==> config.mk <==
export PLATFORM = sky130hd
export DESIGN_NAME = dithered_pwm_fader
export DESIGN_NICKNAME = d
export VERILOG_FILES = /design/src/sv/dpf_pkg.sv /design/src/sv/dpf_ram.sv /design/src/sv/dpf_div.sv /design/src/sv/dithered_pwm_fader.sv
export SDC_FILE = /design/constraint.sdc
export NUM_CORES = 2
export LEC_CHECK = 0
export BUFFER_PORTS_ARGS = -buffer_cell sky130_fd_sc_hd__buf_4
export CAP_MARGIN = 20
export CORE_MARGIN = 10
export CORE_UTILIZATION = 28
export DETAILED_ROUTE_END_ITERATION = 8
export PLACE_DENSITY = 0.4
export SLEW_MARGIN = 20
export SYNTH_ARGS = -nofsm -noshare
export SYNTH_HDL_FRONTEND = slang
export SYNTH_SLANG_ARGS = --single-unit
==> constraint.sdc <==
create_clock -name clk_i -period 7.6 [get_ports clk_i]
set_input_delay 1.52 -clock clk_i [delete_from_list [all_inputs] [get_ports clk_i]]
set_output_delay 1.52 -clock clk_i [all_outputs]
set_load 0.01 [all_outputs]
==> src/sv/dpf_pkg.sv <==
// shared types, constants and command codes of the dithered pwm fader
package dpf_pkg;

  localparam int unsigned NumChannelsDef = 8;
  localparam int unsigned CurveSizeDef   = 256;

  localparam int unsigned DutyW  = 10;
  localparam int unsigned CountW = 9;
  localparam int unsigned AccW   = 11;
  localparam int unsigned TimeW  = 16;
  localparam int unsigned CurveW = 9;

  localparam logic [DutyW-1:0] DutyFull     = 10'd1000;
  localparam logic [DutyW-1:0] MinDutyReset = 10'd50;
  localparam logic [12:0]      FadeMaxMs    = 13'd5000;
  localparam logic [12:0]      FadeHalfStep = 13'd5;
  // 2^16 / 10 rounded up, exact for sums up to 5005
  localparam logic [13:0]      StepRecip    = 14'd6554;

  // iterative divider widths
  localparam int unsigned DivW = 20;
  localparam int unsigned DvsW = 11;

  typedef enum logic [2:0] {
    CMD_PWM_TICK   = 3'd0,
    CMD_FADE_TICK  = 3'd1,
    CMD_ADD        = 3'd2,
    CMD_SET_DUTY   = 3'd3,
    CMD_SET_FADE   = 3'd4,
    CMD_LOAD_CURVE = 3'd5,
    CMD_RSVD6      = 3'd6,
    CMD_RSVD7      = 3'd7
  } cmd_e;

  localparam logic REG_MIN_DUTY = 1'b0;
  localparam logic REG_INVERT   = 1'b1;

  typedef struct packed {
    logic [AccW-1:0]   acc;
    logic [CountW-1:0] total;
    logic [CountW-1:0] count;
    logic              busy;
    logic [DutyW-1:0]  start;
    logic [DutyW-1:0]  target;
    logic [DutyW-1:0]  now;
  } chan_t;

endpackage

==> src/sv/dpf_ram.sv <==
// single port write, single port read ram with registered read data
module dpf_ram #(
  parameter int unsigned Width = 8,
  parameter int unsigned Depth = 8,
  localparam int unsigned AddrW = (Depth > 1) ? $clog2(Depth) : 1
) (
  input  logic             clk_i,
  input  logic             we_i,
  input  logic [AddrW-1:0] waddr_i,
  input  logic [Width-1:0] wdata_i,
  input  logic [AddrW-1:0] raddr_i,
  output logic [Width-1:0] rdata_o
);

  logic [Width-1:0] mem [Depth];
  logic [Width-1:0] rdata_q;

  always_ff @(posedge clk_i) begin
    if (we_i) begin
      mem[waddr_i] <= wdata_i;
    end
    rdata_q <= mem[raddr_i];
  end

  assign rdata_o = rdata_q;

endmodule

==> src/sv/dpf_div.sv <==
// restoring divider, one quotient bit per cycle
module dpf_div
  import dpf_pkg::*;
(
  input  logic            clk_i,
  input  logic            rst_ni,
  input  logic            start_i,
  input  logic [DivW-1:0] dividend_i,
  input  logic [DvsW-1:0] divisor_i,
  output logic            busy_o,
  output logic            done_o,
  output logic [DivW-1:0] quot_o
);

  localparam int unsigned CntW = $clog2(DivW + 1);

  logic            busy_q, busy_d, done_q, done_d;
  logic [CntW-1:0] cnt_q, cnt_d;
  logic [DivW-1:0] quo_q, quo_d;
  logic [DvsW-1:0] rem_q, rem_d, dvs_q, dvs_d;
  logic [DvsW:0]   trial;
  logic            ge;

  always_comb begin
    trial  = {rem_q, quo_q[DivW-1]};
    ge     = trial >= {1'b0, dvs_q};
    busy_d = busy_q;
    done_d = 1'b0;
    cnt_d  = cnt_q;
    quo_d  = quo_q;
    rem_d  = rem_q;
    dvs_d  = dvs_q;
    if (start_i) begin
      busy_d = 1'b1;
      cnt_d  = CntW'(DivW);
      quo_d  = dividend_i;
      rem_d  = '0;
      dvs_d  = divisor_i;
    end else if (busy_q) begin
      rem_d = ge ? DvsW'(trial - {1'b0, dvs_q}) : DvsW'(trial);
      quo_d = {quo_q[DivW-2:0], ge};
      cnt_d = cnt_q - 1'b1;
      if (cnt_q == CntW'(1)) begin
        busy_d = 1'b0;
        done_d = 1'b1;
      end
    end
  end

  always_ff @(posedge clk_i or negedge rst_ni) begin
    if (!rst_ni) begin
      busy_q <= 1'b0;
      done_q <= 1'b0;
      cnt_q  <= '0;
    end else begin
      busy_q <= busy_d;
      done_q <= done_d;
      cnt_q  <= cnt_d;
    end
  end

  always_ff @(posedge clk_i) begin
    quo_q <= quo_d;
    rem_q <= rem_d;
    dvs_q <= dvs_d;
  end

  assign busy_o = busy_q;
  assign done_o = done_q;
  assign quot_o = quo_q;

endmodule

==> src/sv/dithered_pwm_fader.sv <==
// top level of the dithered pwm fader with curve fades
// channel commands pass through the read and execute states to the result register, a pwm
// tick reads and updates each channel in turn, and a fade tick does the same with one pass of
// the shared divider, then a reciprocal multiply by the curve size, for each fading channel
// throughput: one request at a time; the next is taken once the result is registered
// reset clears channel active bits, pin levels, the invert bit and control, and sets min duty
// to MinDutyReset; the channel and curve rams are not cleared, inactive channels read as zero
module dithered_pwm_fader
  import dpf_pkg::*;
#(
  parameter int unsigned NumChannels = NumChannelsDef,
  parameter int unsigned CurveSize   = CurveSizeDef
) (
  input  logic        clk_i,
  input  logic        rst_ni,
  input  logic        s_axis_tvalid,
  output logic        s_axis_tready,
  // command, channel, duty, fade time, curve index, curve word
  input  logic [55:0] s_axis_tdata,
  output logic        m_axis_tvalid,
  input  logic        m_axis_tready,
  // pin levels, present duty, accepted, fading
  output logic [23:0] m_axis_tdata,
  input  logic        cfg_valid_i,
  output logic        cfg_ready_o,
  input  logic [0:0]  cfg_index_i,
  input  logic [9:0]  cfg_data_i
);

  localparam int unsigned AW  = (NumChannels > 1) ? $clog2(NumChannels) : 1;
  localparam int unsigned CIW = $clog2(CurveSize);
  localparam int unsigned MagW = 19;
  localparam int unsigned RcpS = MagW + CIW;
  localparam int unsigned RcpW = MagW + 1;
  localparam logic [RcpW-1:0] CurveRcp =
    RcpW'(((64'd1 << RcpS) + 64'(CurveSize) - 64'd1) / 64'(CurveSize));

  typedef enum logic [3:0] {
    ST_IDLE, ST_READ, ST_EXEC, ST_WRD, ST_WEXE, ST_DIV1, ST_CRD,
    ST_MUL, ST_D2S, ST_WB, ST_DONE
  } state_e;

  state_e state_q, state_d;

  logic [DutyW-1:0]       min_duty_q;
  logic                   invert_q;
  logic [NumChannels-1:0] act_q, act_d;
  logic [NumChannels-1:0] pin_q, pin_d, lvl_q, lvl_d;
  logic [AW-1:0]          idx_q, idx_d;
  logic                   res_acc_q, res_acc_d, res_fad_q, res_fad_d;
  logic [DutyW-1:0]       res_duty_q, res_duty_d;
  logic                   m_valid_q, m_valid_d;
  logic [23:0]            out_q, out_d;

  cmd_e             cmd_q;
  logic [2:0]       ch_q;
  logic [DutyW-1:0] d_q;
  logic [TimeW-1:0] t_q;
  logic [7:0]       ci_q;
  logic [CurveW-1:0] cv_q;
  logic signed [20:0] prod_q, prod_d;
  logic [DivW-1:0]  quo2_q;

  // channel ram
  logic          cw_we;
  logic [AW-1:0] cw_addr, c_raddr;
  chan_t         cw_data, rec;
  logic [$bits(chan_t)-1:0] c_rdata;

  dpf_ram #(.Width($bits(chan_t)), .Depth(NumChannels)) u_chan_ram (
    .clk_i   (clk_i),
    .we_i    (cw_we),
    .waddr_i (cw_addr),
    .wdata_i (cw_data),
    .raddr_i (c_raddr),
    .rdata_o (c_rdata)
  );
  assign rec = chan_t'(c_rdata);

  // curve ram
  logic              kw_we;
  logic [CIW-1:0]    kw_addr, k_raddr;
  logic [CurveW-1:0] k_rdata;

  dpf_ram #(.Width(CurveW), .Depth(CurveSize)) u_curve_ram (
    .clk_i   (clk_i),
    .we_i    (kw_we),
    .waddr_i (kw_addr),
    .wdata_i (cv_q),
    .raddr_i (k_raddr),
    .rdata_o (k_rdata)
  );

  // shared divider
  logic            div_start, div_busy, div_done;
  logic [DivW-1:0] div_dvd, div_quot;
  logic [DvsW-1:0] div_dvs;

  dpf_div u_div (
    .clk_i      (clk_i),
    .rst_ni     (rst_ni),
    .start_i    (div_start),
    .dividend_i (div_dvd),
    .divisor_i  (div_dvs),
    .busy_o     (div_busy),
    .done_o     (div_done),
    .quot_o     (div_quot)
  );

  // command side helpers
  logic          ch_valid, live;
  logic [AW-1:0] ch_idx;
  logic [DutyW-1:0] lo, d_dir;
  logic [12:0]   t_cl, t_rnd;
  logic [26:0]   step_prod;
  logic [CountW-1:0] steps;

  assign ch_valid = 32'(ch_q) < NumChannels;
  assign ch_idx   = AW'(ch_q);
  assign live     = ch_valid && act_q[ch_idx];
  assign lo       = (min_duty_q > DutyFull) ? DutyFull : min_duty_q;
  assign d_dir    = (d_q != '0 && d_q < lo) ? lo : d_q;
  assign t_cl     = (t_q > TimeW'(FadeMaxMs)) ? FadeMaxMs : 13'(t_q);
  assign t_rnd    = t_cl + FadeHalfStep;
  assign step_prod = 27'(t_rnd) * 27'(StepRecip);
  assign steps    = (step_prod[24:16] == '0) ? CountW'(1) : step_prod[24:16];

  // walk side helpers
  logic [AccW:0]      pwm_sum;
  logic               pwm_hi;
  logic [CountW-1:0]  cnt1, tot1;
  logic [DivW-1:0]    quo_cl;
  logic signed [10:0] range_s;
  logic [DivW-1:0]    prod_mag;
  logic [39:0]        rcp_prod;
  logic signed [21:0] v_s;
  logic [DutyW-1:0]   v_cl;
  logic               fade_end;
  logic               is_me;

  assign pwm_sum  = (AccW+1)'(rec.acc) + (AccW+1)'(rec.now);
  assign pwm_hi   = pwm_sum >= (AccW+1)'(DutyFull);
  assign cnt1     = rec.count + 1'b1;
  assign tot1     = (rec.total == '0) ? CountW'(1) : rec.total;
  assign quo_cl   = (div_quot >= DivW'(CurveSize)) ? DivW'(CurveSize - 1) : div_quot;
  assign range_s  = $signed({1'b0, rec.target}) - $signed({1'b0, rec.start});
  assign prod_d   = range_s * $signed({1'b0, k_rdata});
  assign prod_mag = prod_q[20] ? DivW'(-prod_q) : DivW'(prod_q);
  assign rcp_prod = 40'(prod_mag) * 40'(CurveRcp);
  assign v_s      = $signed({1'b0, rec.start}) +
                    (prod_q[20] ? -$signed({1'b0, quo2_q}) : $signed({1'b0, quo2_q}));
  assign v_cl     = (v_s < 0) ? '0 :
                    (v_s > $signed(22'(DutyFull))) ? DutyFull : DutyW'(v_s);
  assign fade_end = cnt1 >= tot1;
  assign is_me    = ch_q == 3'(idx_q);

  assign c_raddr = (state_q == ST_READ || state_q == ST_EXEC) ? ch_idx : idx_q;
  assign k_raddr = CIW'(quo_cl);
  assign kw_addr = CIW'(ci_q);
  assign div_dvd = DivW'(cnt1) * DivW'(CurveSize);
  assign div_dvs = DvsW'(tot1);

  always_comb begin
    chan_t nrec;
    logic  set_act;
    state_d    = state_q;
    act_d      = act_q;
    pin_d      = pin_q;
    lvl_d      = lvl_q;
    idx_d      = idx_q;
    res_acc_d  = res_acc_q;
    res_fad_d  = res_fad_q;
    res_duty_d = res_duty_q;
    m_valid_d  = m_valid_q;
    out_d      = out_q;
    cw_we      = 1'b0;
    cw_addr    = idx_q;
    cw_data    = rec;
    kw_we      = 1'b0;
    div_start  = 1'b0;
    nrec       = rec;
    set_act    = 1'b0;

    if (m_valid_q && m_axis_tready) begin
      m_valid_d = 1'b0;
    end

    unique case (state_q)
      ST_IDLE: begin
        if (s_axis_tvalid) begin
          res_acc_d  = 1'b0;
          res_fad_d  = 1'b0;
          res_duty_d = '0;
          idx_d      = '0;
          lvl_d      = '0;
          if (cmd_e'(s_axis_tdata[2:0]) == CMD_PWM_TICK ||
              cmd_e'(s_axis_tdata[2:0]) == CMD_FADE_TICK) begin
            state_d = ST_WRD;
          end else begin
            state_d = ST_READ;
          end
        end
      end
      ST_READ: state_d = ST_EXEC;
      ST_EXEC: begin
        cw_addr = ch_idx;
        unique case (cmd_q)
          CMD_ADD: begin
            if (ch_valid && !live) begin
              nrec      = '0;
              cw_we     = 1'b1;
              set_act   = 1'b1;
              res_acc_d = 1'b1;
            end
          end
          CMD_SET_DUTY: begin
            if (live) begin
              nrec.now    = d_dir;
              nrec.target = d_dir;
              nrec.busy   = 1'b0;
              cw_we       = 1'b1;
              res_acc_d   = 1'b1;
            end
          end
          CMD_SET_FADE: begin
            if (live) begin
              if (t_q == '0) begin
                nrec.now    = d_dir;
                nrec.target = d_dir;
                nrec.busy   = 1'b0;
              end else begin
                nrec.start  = rec.now;
                nrec.target = d_q;
                nrec.total  = steps;
                nrec.count  = '0;
                nrec.busy   = rec.now != d_q;
              end
              cw_we     = 1'b1;
              res_acc_d = 1'b1;
            end
          end
          CMD_LOAD_CURVE: begin
            if (32'(ci_q) < CurveSize) begin
              kw_we     = 1'b1;
              res_acc_d = 1'b1;
            end
          end
          default: ;
        endcase
        cw_data = nrec;
        if (set_act) begin
          act_d[ch_idx] = 1'b1;
        end
        if (live || set_act) begin
          res_duty_d = nrec.now;
          res_fad_d  = nrec.busy;
        end
        state_d = ST_DONE;
      end
      ST_WRD: state_d = ST_WEXE;
      ST_WEXE: begin
        res_acc_d = 1'b1;
        state_d   = ST_WRD;
        if (act_q[idx_q] && cmd_q == CMD_PWM_TICK) begin
          nrec.acc     = pwm_hi ? AccW'(pwm_sum - (AccW+1)'(DutyFull)) : AccW'(pwm_sum);
          cw_we        = 1'b1;
          lvl_d[idx_q] = pwm_hi ^ invert_q;
        end else if (act_q[idx_q] && rec.busy) begin
          div_start = 1'b1;
          state_d   = ST_DIV1;
        end
        cw_data = nrec;
        if (state_d == ST_WRD) begin
          if (is_me && act_q[idx_q]) begin
            res_duty_d = nrec.now;
            res_fad_d  = nrec.busy;
          end
          if (idx_q == AW'(NumChannels - 1)) begin
            if (cmd_q == CMD_PWM_TICK) begin
              pin_d = lvl_d;
            end
            state_d = ST_DONE;
          end else begin
            idx_d = idx_q + 1'b1;
          end
        end
      end
      ST_DIV1: if (div_done) state_d = ST_CRD;
      ST_CRD:  state_d = ST_MUL;
      ST_MUL:  state_d = ST_D2S;
      ST_D2S:  state_d = ST_WB;
      ST_WB: begin
        nrec.count = cnt1;
        nrec.now   = fade_end ? rec.target : v_cl;
        nrec.busy  = !fade_end;
        cw_data    = nrec;
        cw_we      = 1'b1;
        if (is_me) begin
          res_duty_d = nrec.now;
          res_fad_d  = nrec.busy;
        end
        if (idx_q == AW'(NumChannels - 1)) begin
          state_d = ST_DONE;
        end else begin
          idx_d   = idx_q + 1'b1;
          state_d = ST_WRD;
        end
      end
      ST_DONE: begin
        if (!m_valid_q || m_axis_tready) begin
          m_valid_d = 1'b1;
          out_d     = {4'b0, res_fad_q, res_acc_q, res_duty_q, 8'(pin_q)};
          state_d   = ST_IDLE;
        end
      end
      default: state_d = ST_IDLE;
    endcase
  end

  always_ff @(posedge clk_i or negedge rst_ni) begin
    if (!rst_ni) begin
      state_q    <= ST_IDLE;
      min_duty_q <= MinDutyReset;
      invert_q   <= 1'b0;
      act_q      <= '0;
      pin_q      <= '0;
      m_valid_q  <= 1'b0;
      idx_q      <= '0;
    end else begin
      state_q   <= state_d;
      act_q     <= act_d;
      pin_q     <= pin_d;
      m_valid_q <= m_valid_d;
      idx_q     <= idx_d;
      if (cfg_valid_i) begin
        unique case (cfg_index_i)
          REG_MIN_DUTY: min_duty_q <= cfg_data_i;
          REG_INVERT:   invert_q   <= cfg_data_i[0];
          default: ;
        endcase
      end
    end
  end

  always_ff @(posedge clk_i) begin
    lvl_q      <= lvl_d;
    res_acc_q  <= res_acc_d;
    res_fad_q  <= res_fad_d;
    res_duty_q <= res_duty_d;
    out_q      <= out_d;
    if (state_q == ST_MUL) begin
      prod_q <= prod_d;
    end
    if (state_q == ST_D2S) begin
      quo2_q <= DivW'(rcp_prod >> RcpS);
    end
    if (state_q == ST_IDLE && s_axis_tvalid) begin
      cmd_q <= cmd_e'(s_axis_tdata[2:0]);
      ch_q  <= s_axis_tdata[5:3];
      d_q   <= (s_axis_tdata[21:6] > TimeW'(DutyFull)) ? DutyFull : DutyW'(s_axis_tdata[21:6]);
      t_q   <= s_axis_tdata[37:22];
      ci_q  <= s_axis_tdata[45:38];
      cv_q  <= s_axis_tdata[54:46];
    end
  end

  assign s_axis_tready = (state_q == ST_IDLE);
  assign m_axis_tvalid = m_valid_q;
  assign m_axis_tdata  = out_q;
  assign cfg_ready_o   = 1'b1;

  a_div_start_idle: assert property (@(posedge clk_i) disable iff (!rst_ni)
    div_start |-> !div_busy) else $error("divider restarted while busy");

  a_pin_inactive_low: assert property (@(posedge clk_i) disable iff (!rst_ni)
    (pin_q & ~act_q) == '0) else $error("pin high on inactive channel");

  a_no_write_idle: assert property (@(posedge clk_i) disable iff (!rst_ni)
    (cw_we || kw_we) |-> state_q != ST_IDLE) else $error("ram write while idle");

endmodule
==> metrics.cfg <==
[place]
port_buffers = 92
dp.cells = 15000
place_ws_ns = -0.121
place.gp.congestion = 0.836
post-dp-hpwl_um = 281000

[clocking]
htree_levels = 5
clock-root-buffer = clkbuf_16
path_clk_slew_ns = 0.06
cts_buffer_depth = 4
cts_tree = done
cts.sinks = 3057
clock_latency_ns = 0.99
cts_buffers = 355

[worst_hold_path]
hold_end = m_axis_tdata[14]
holdCritStartpoint = res_duty_q[6]
hp-class = register to register
whs_path_depth = 0

[final_layout]
area.growth.synth_to_final_pct = 15.9
layout.nets = 9644
multi_input_area_um2 = 36700
layout_common_cells = edfxtp_1 (2924), nand2_1 (1061), nor2_1 (421)
layout_commonest_cell = edfxtp_1
seq_area_um2 = 90700
fin_cells = 15700
drive_above_1_share_pct = 14.4
nFillCells = 45300

[die]
chipWidth_um = 702
die_h_um = 702
die_area_um2 = 493000
core-area_um2 = 464000
start_util_pct = 28.1
rows = 250
io_pins = 99

[sta]
clock_skew_ns = 0.109
max-slew-margin-rel_pct = 19.8
hold_viol_final = 0
slew_violations = 0
finalSetupViolCount = 0
timing.fmax_mhz = 138
tightest_slew_ns = 1.19
setup_slack_ns = 0.332
setup_tns_ns = 0
period_share_pct = 95.6
rsz0062_at_grt = yes
min_period_ns = 7.27

[global_route]
gr-total-overflow = 0
track_usage_pct = 18.0
grt_pass1_wl_um = 641000
antenna_found_initial = 31
grt_max_degree = 158
grt_pass1_vias = 80300

[yosys]
ys_async_sr_fraction_pct = 1.37
synth_area_per_cell_um2 = 14.4
synth_cells = 9055
synth-main-ff-cell = edfxtp_1
synth_cell_types = 91
synth-edff-count = 2924
yosys_warnings = 0
ys_seq_area_share_pct = 69.6
netlist_area_um2 = 130000
synth_seq_cells = 3057

[pwr]
switching_share_pct = 37.9
leakagePower_nw = 50.4
p_seq_share_pct = 28.5
pwr_density_cell_nw_per_um2 = 530
p_comb_share_pct = 50.8
clock_power_share_pct = 20.8
p_int_mw = 49.8
ir_drop_mv = 2.19
switching_power_mw = 30.3

[drt]
vias = 80400
drcViolationCount = 0
vias_per_cell = 5.12
drt_wl_total_um = 459000
drt_iter0_drc = 7361
drt-pass1-iter-count = 8
wl_per_cell_um = 29.2
ant_nets = 0

[critical_path]
endpoint_kind = register
cpMaxStageDelayCell = fa_1
r2r_cells = 36
cp.required_ns = 8.42
ff2ff_setup_slack_ns = 0.33
r2r-start = t_q[2]
crit_arrival_ns = 8.09
max_stage_delay_ns = 0.53
path_max_fanout = 8
crit_type = register to register
r2r_end = u_chan_ram.mem[6][40]
critPathMostFrequentCell = inv_2
start_kind = register

[flow_run]
drv_cap = 0

[status]
status = finished, final reports clean

## cell families (layout without fill, tap and decap cells)
group,after synthesis,after routing,share of synthesized area [%]
other,2,8,0.00576
multiplexers,590,590,5.97
AND/OR/NAND/NOR,2380,2380,8.15
adder cells (fa/ha/maj),328,328,3.91
buffers and inverters,871,1349,2.74
AO/OA/AOI/OAI,1707,1707,8.86
XOR/XNOR,120,120,0.806
flip-flops,3057,3057,69.6
## registers in the layout (all words and copies together), names as in the netlist, 4 cells and up
signal               count
pin_q                    8
act_q                    8
quo2_q                  12
ci_q                     8
t_q                     16
u_chan_ram.rdata_o      60
cv_q                     9
min_duty_q              10
u_div.dvs_q              9
res_duty_q              10
state_q                  4
u_div.rem_q             11
u_curve_ram.mem       2304
u_div.quot_o            20
u_chan_ram.mem         480
u_div.cnt_q              5
prod_q                  21
m_axis_tdata            20
d_q                     10
lvl_q                    8
u_curve_ram.rdata_o      9
## worst max-delay path by stage
stage,startpoint,to,slack (ns),cells past startpoint
3_5_place_dp,t_q[1],u_chan_ram.mem[3][44],-0.12,28
6_report,t_q[2],u_chan_ram.mem[6][40],0.33,36
5_1_grt,t_q[2],u_chan_ram.mem[6][40],-0.09,36
3_3_place_gp,t_q[1],u_chan_ram.mem[1][40],-0.13,30
4_1_cts,u_chan_ram.rdata_o[10],prod_q[20],0.001,31
2_1_floorplan,t_q[1],u_chan_ram.mem[0][40],0.02,33
## Yosys cell counts, types with 37 or more instances
library cell	n	share of area [%]
inv_1	304	0.88
ha_1	196	1.9
o221ai_1	207	1.4
dfrtp_1	39	0.75
and2_1	90	0.43
xnor2_1	92	0.62
a211oi_1	108	0.62
nor2b_1	56	0.27
o21ai_0	341	1.3
a22oi_1	93	0.54
buf_2	157	0.60
edfxtp_1	2924	67
nand2_1	1071	3.1
nor3_1	78	0.30
clkbuf_1	311	0.90
and3_1	55	0.26
o22ai_1	133	0.64
fa_1	132	2.0
buf_1	72	0.21
o211ai_1	82	0.47
nand3_1	404	1.6
a21oi_1	233	0.89
nand4_1	37	0.18
a31oi_1	177	0.85
mux2_2	210	1.8
nor2_1	456	1.3
mux2i_1	251	1.9
mux4_2	129	2.2
dfxtp_1	91	1.4
## power by group through the flow
stage	combinational [mW]	clock [mW]	sequential, mW
floorplan	30.7	0	23.3
global placement	39.6	0	23.1
detailed placement	39.9	0	23.1
CTS	40.2	17.0	22.8
global route	44.9	17.6	22.7
finish	40.7	16.6	22.8
## critical path, delay by kind of cell (launching register included)
kind	cells	cell delay, ns
AO/OA/AOI/OAI	8	1.62
XOR/XNOR	1	0.16
buffers and inverters	10	0.89
AND/OR/NAND/NOR	10	1.36
adder cells (fa/ha/maj)	7	2.66
flip-flops	1	0.40
## metrics by stage
| step | cell area (µm²) | hold slack, ns | total power, mW | utilization (%) |
|---|---|---|---|---|
| 3_5_place_dp | 140000 | 0.406 | 63.0 | 30.1 |
| 2_1_floorplan | 130000 | 0.400 | 53.9 | - |
| 6_report | 151000 | 0.417 | 80.1 | 32.6 |
| 5_1_grt | 151000 | 0.433 | 85.2 | 32.6 |
| 3_3_place_gp | 139000 | 0.412 | 62.7 | 30.1 |
| 4_1_cts | 151000 | 0.420 | 80.0 | 32.5 |
## routing by layer
metal  GRT usage (%)  routed length [µm]
met1            24.2              199000
met2            30.0              219000
met3            2.50               25700
met4            5.56               15300
met5               0                  22
## what timing repair did
action                                  CTS  global route
endpoints found under the hold margin     0             0
gates resized for setup                   4            63
hold buffers                              0             0
endpoints found under the setup margin   50            77
setup buffers                             0            12
pin swaps                                 0            28
## final cells by class
type / instances / share of cell area [%]
multi-input cells: 5130 / 24.3
repair buffers: 395 / 2.42
clock inverters: 178 / 1.06
clock buffers: 471 / 6.32
well taps: 6174 / 5.11
diodes: 3 / 0.00497
inverters: 305 / 0.763
flip-flops and latches: 3057 / 60.0
Note: power is estimated with default switching activity, not from simulation.
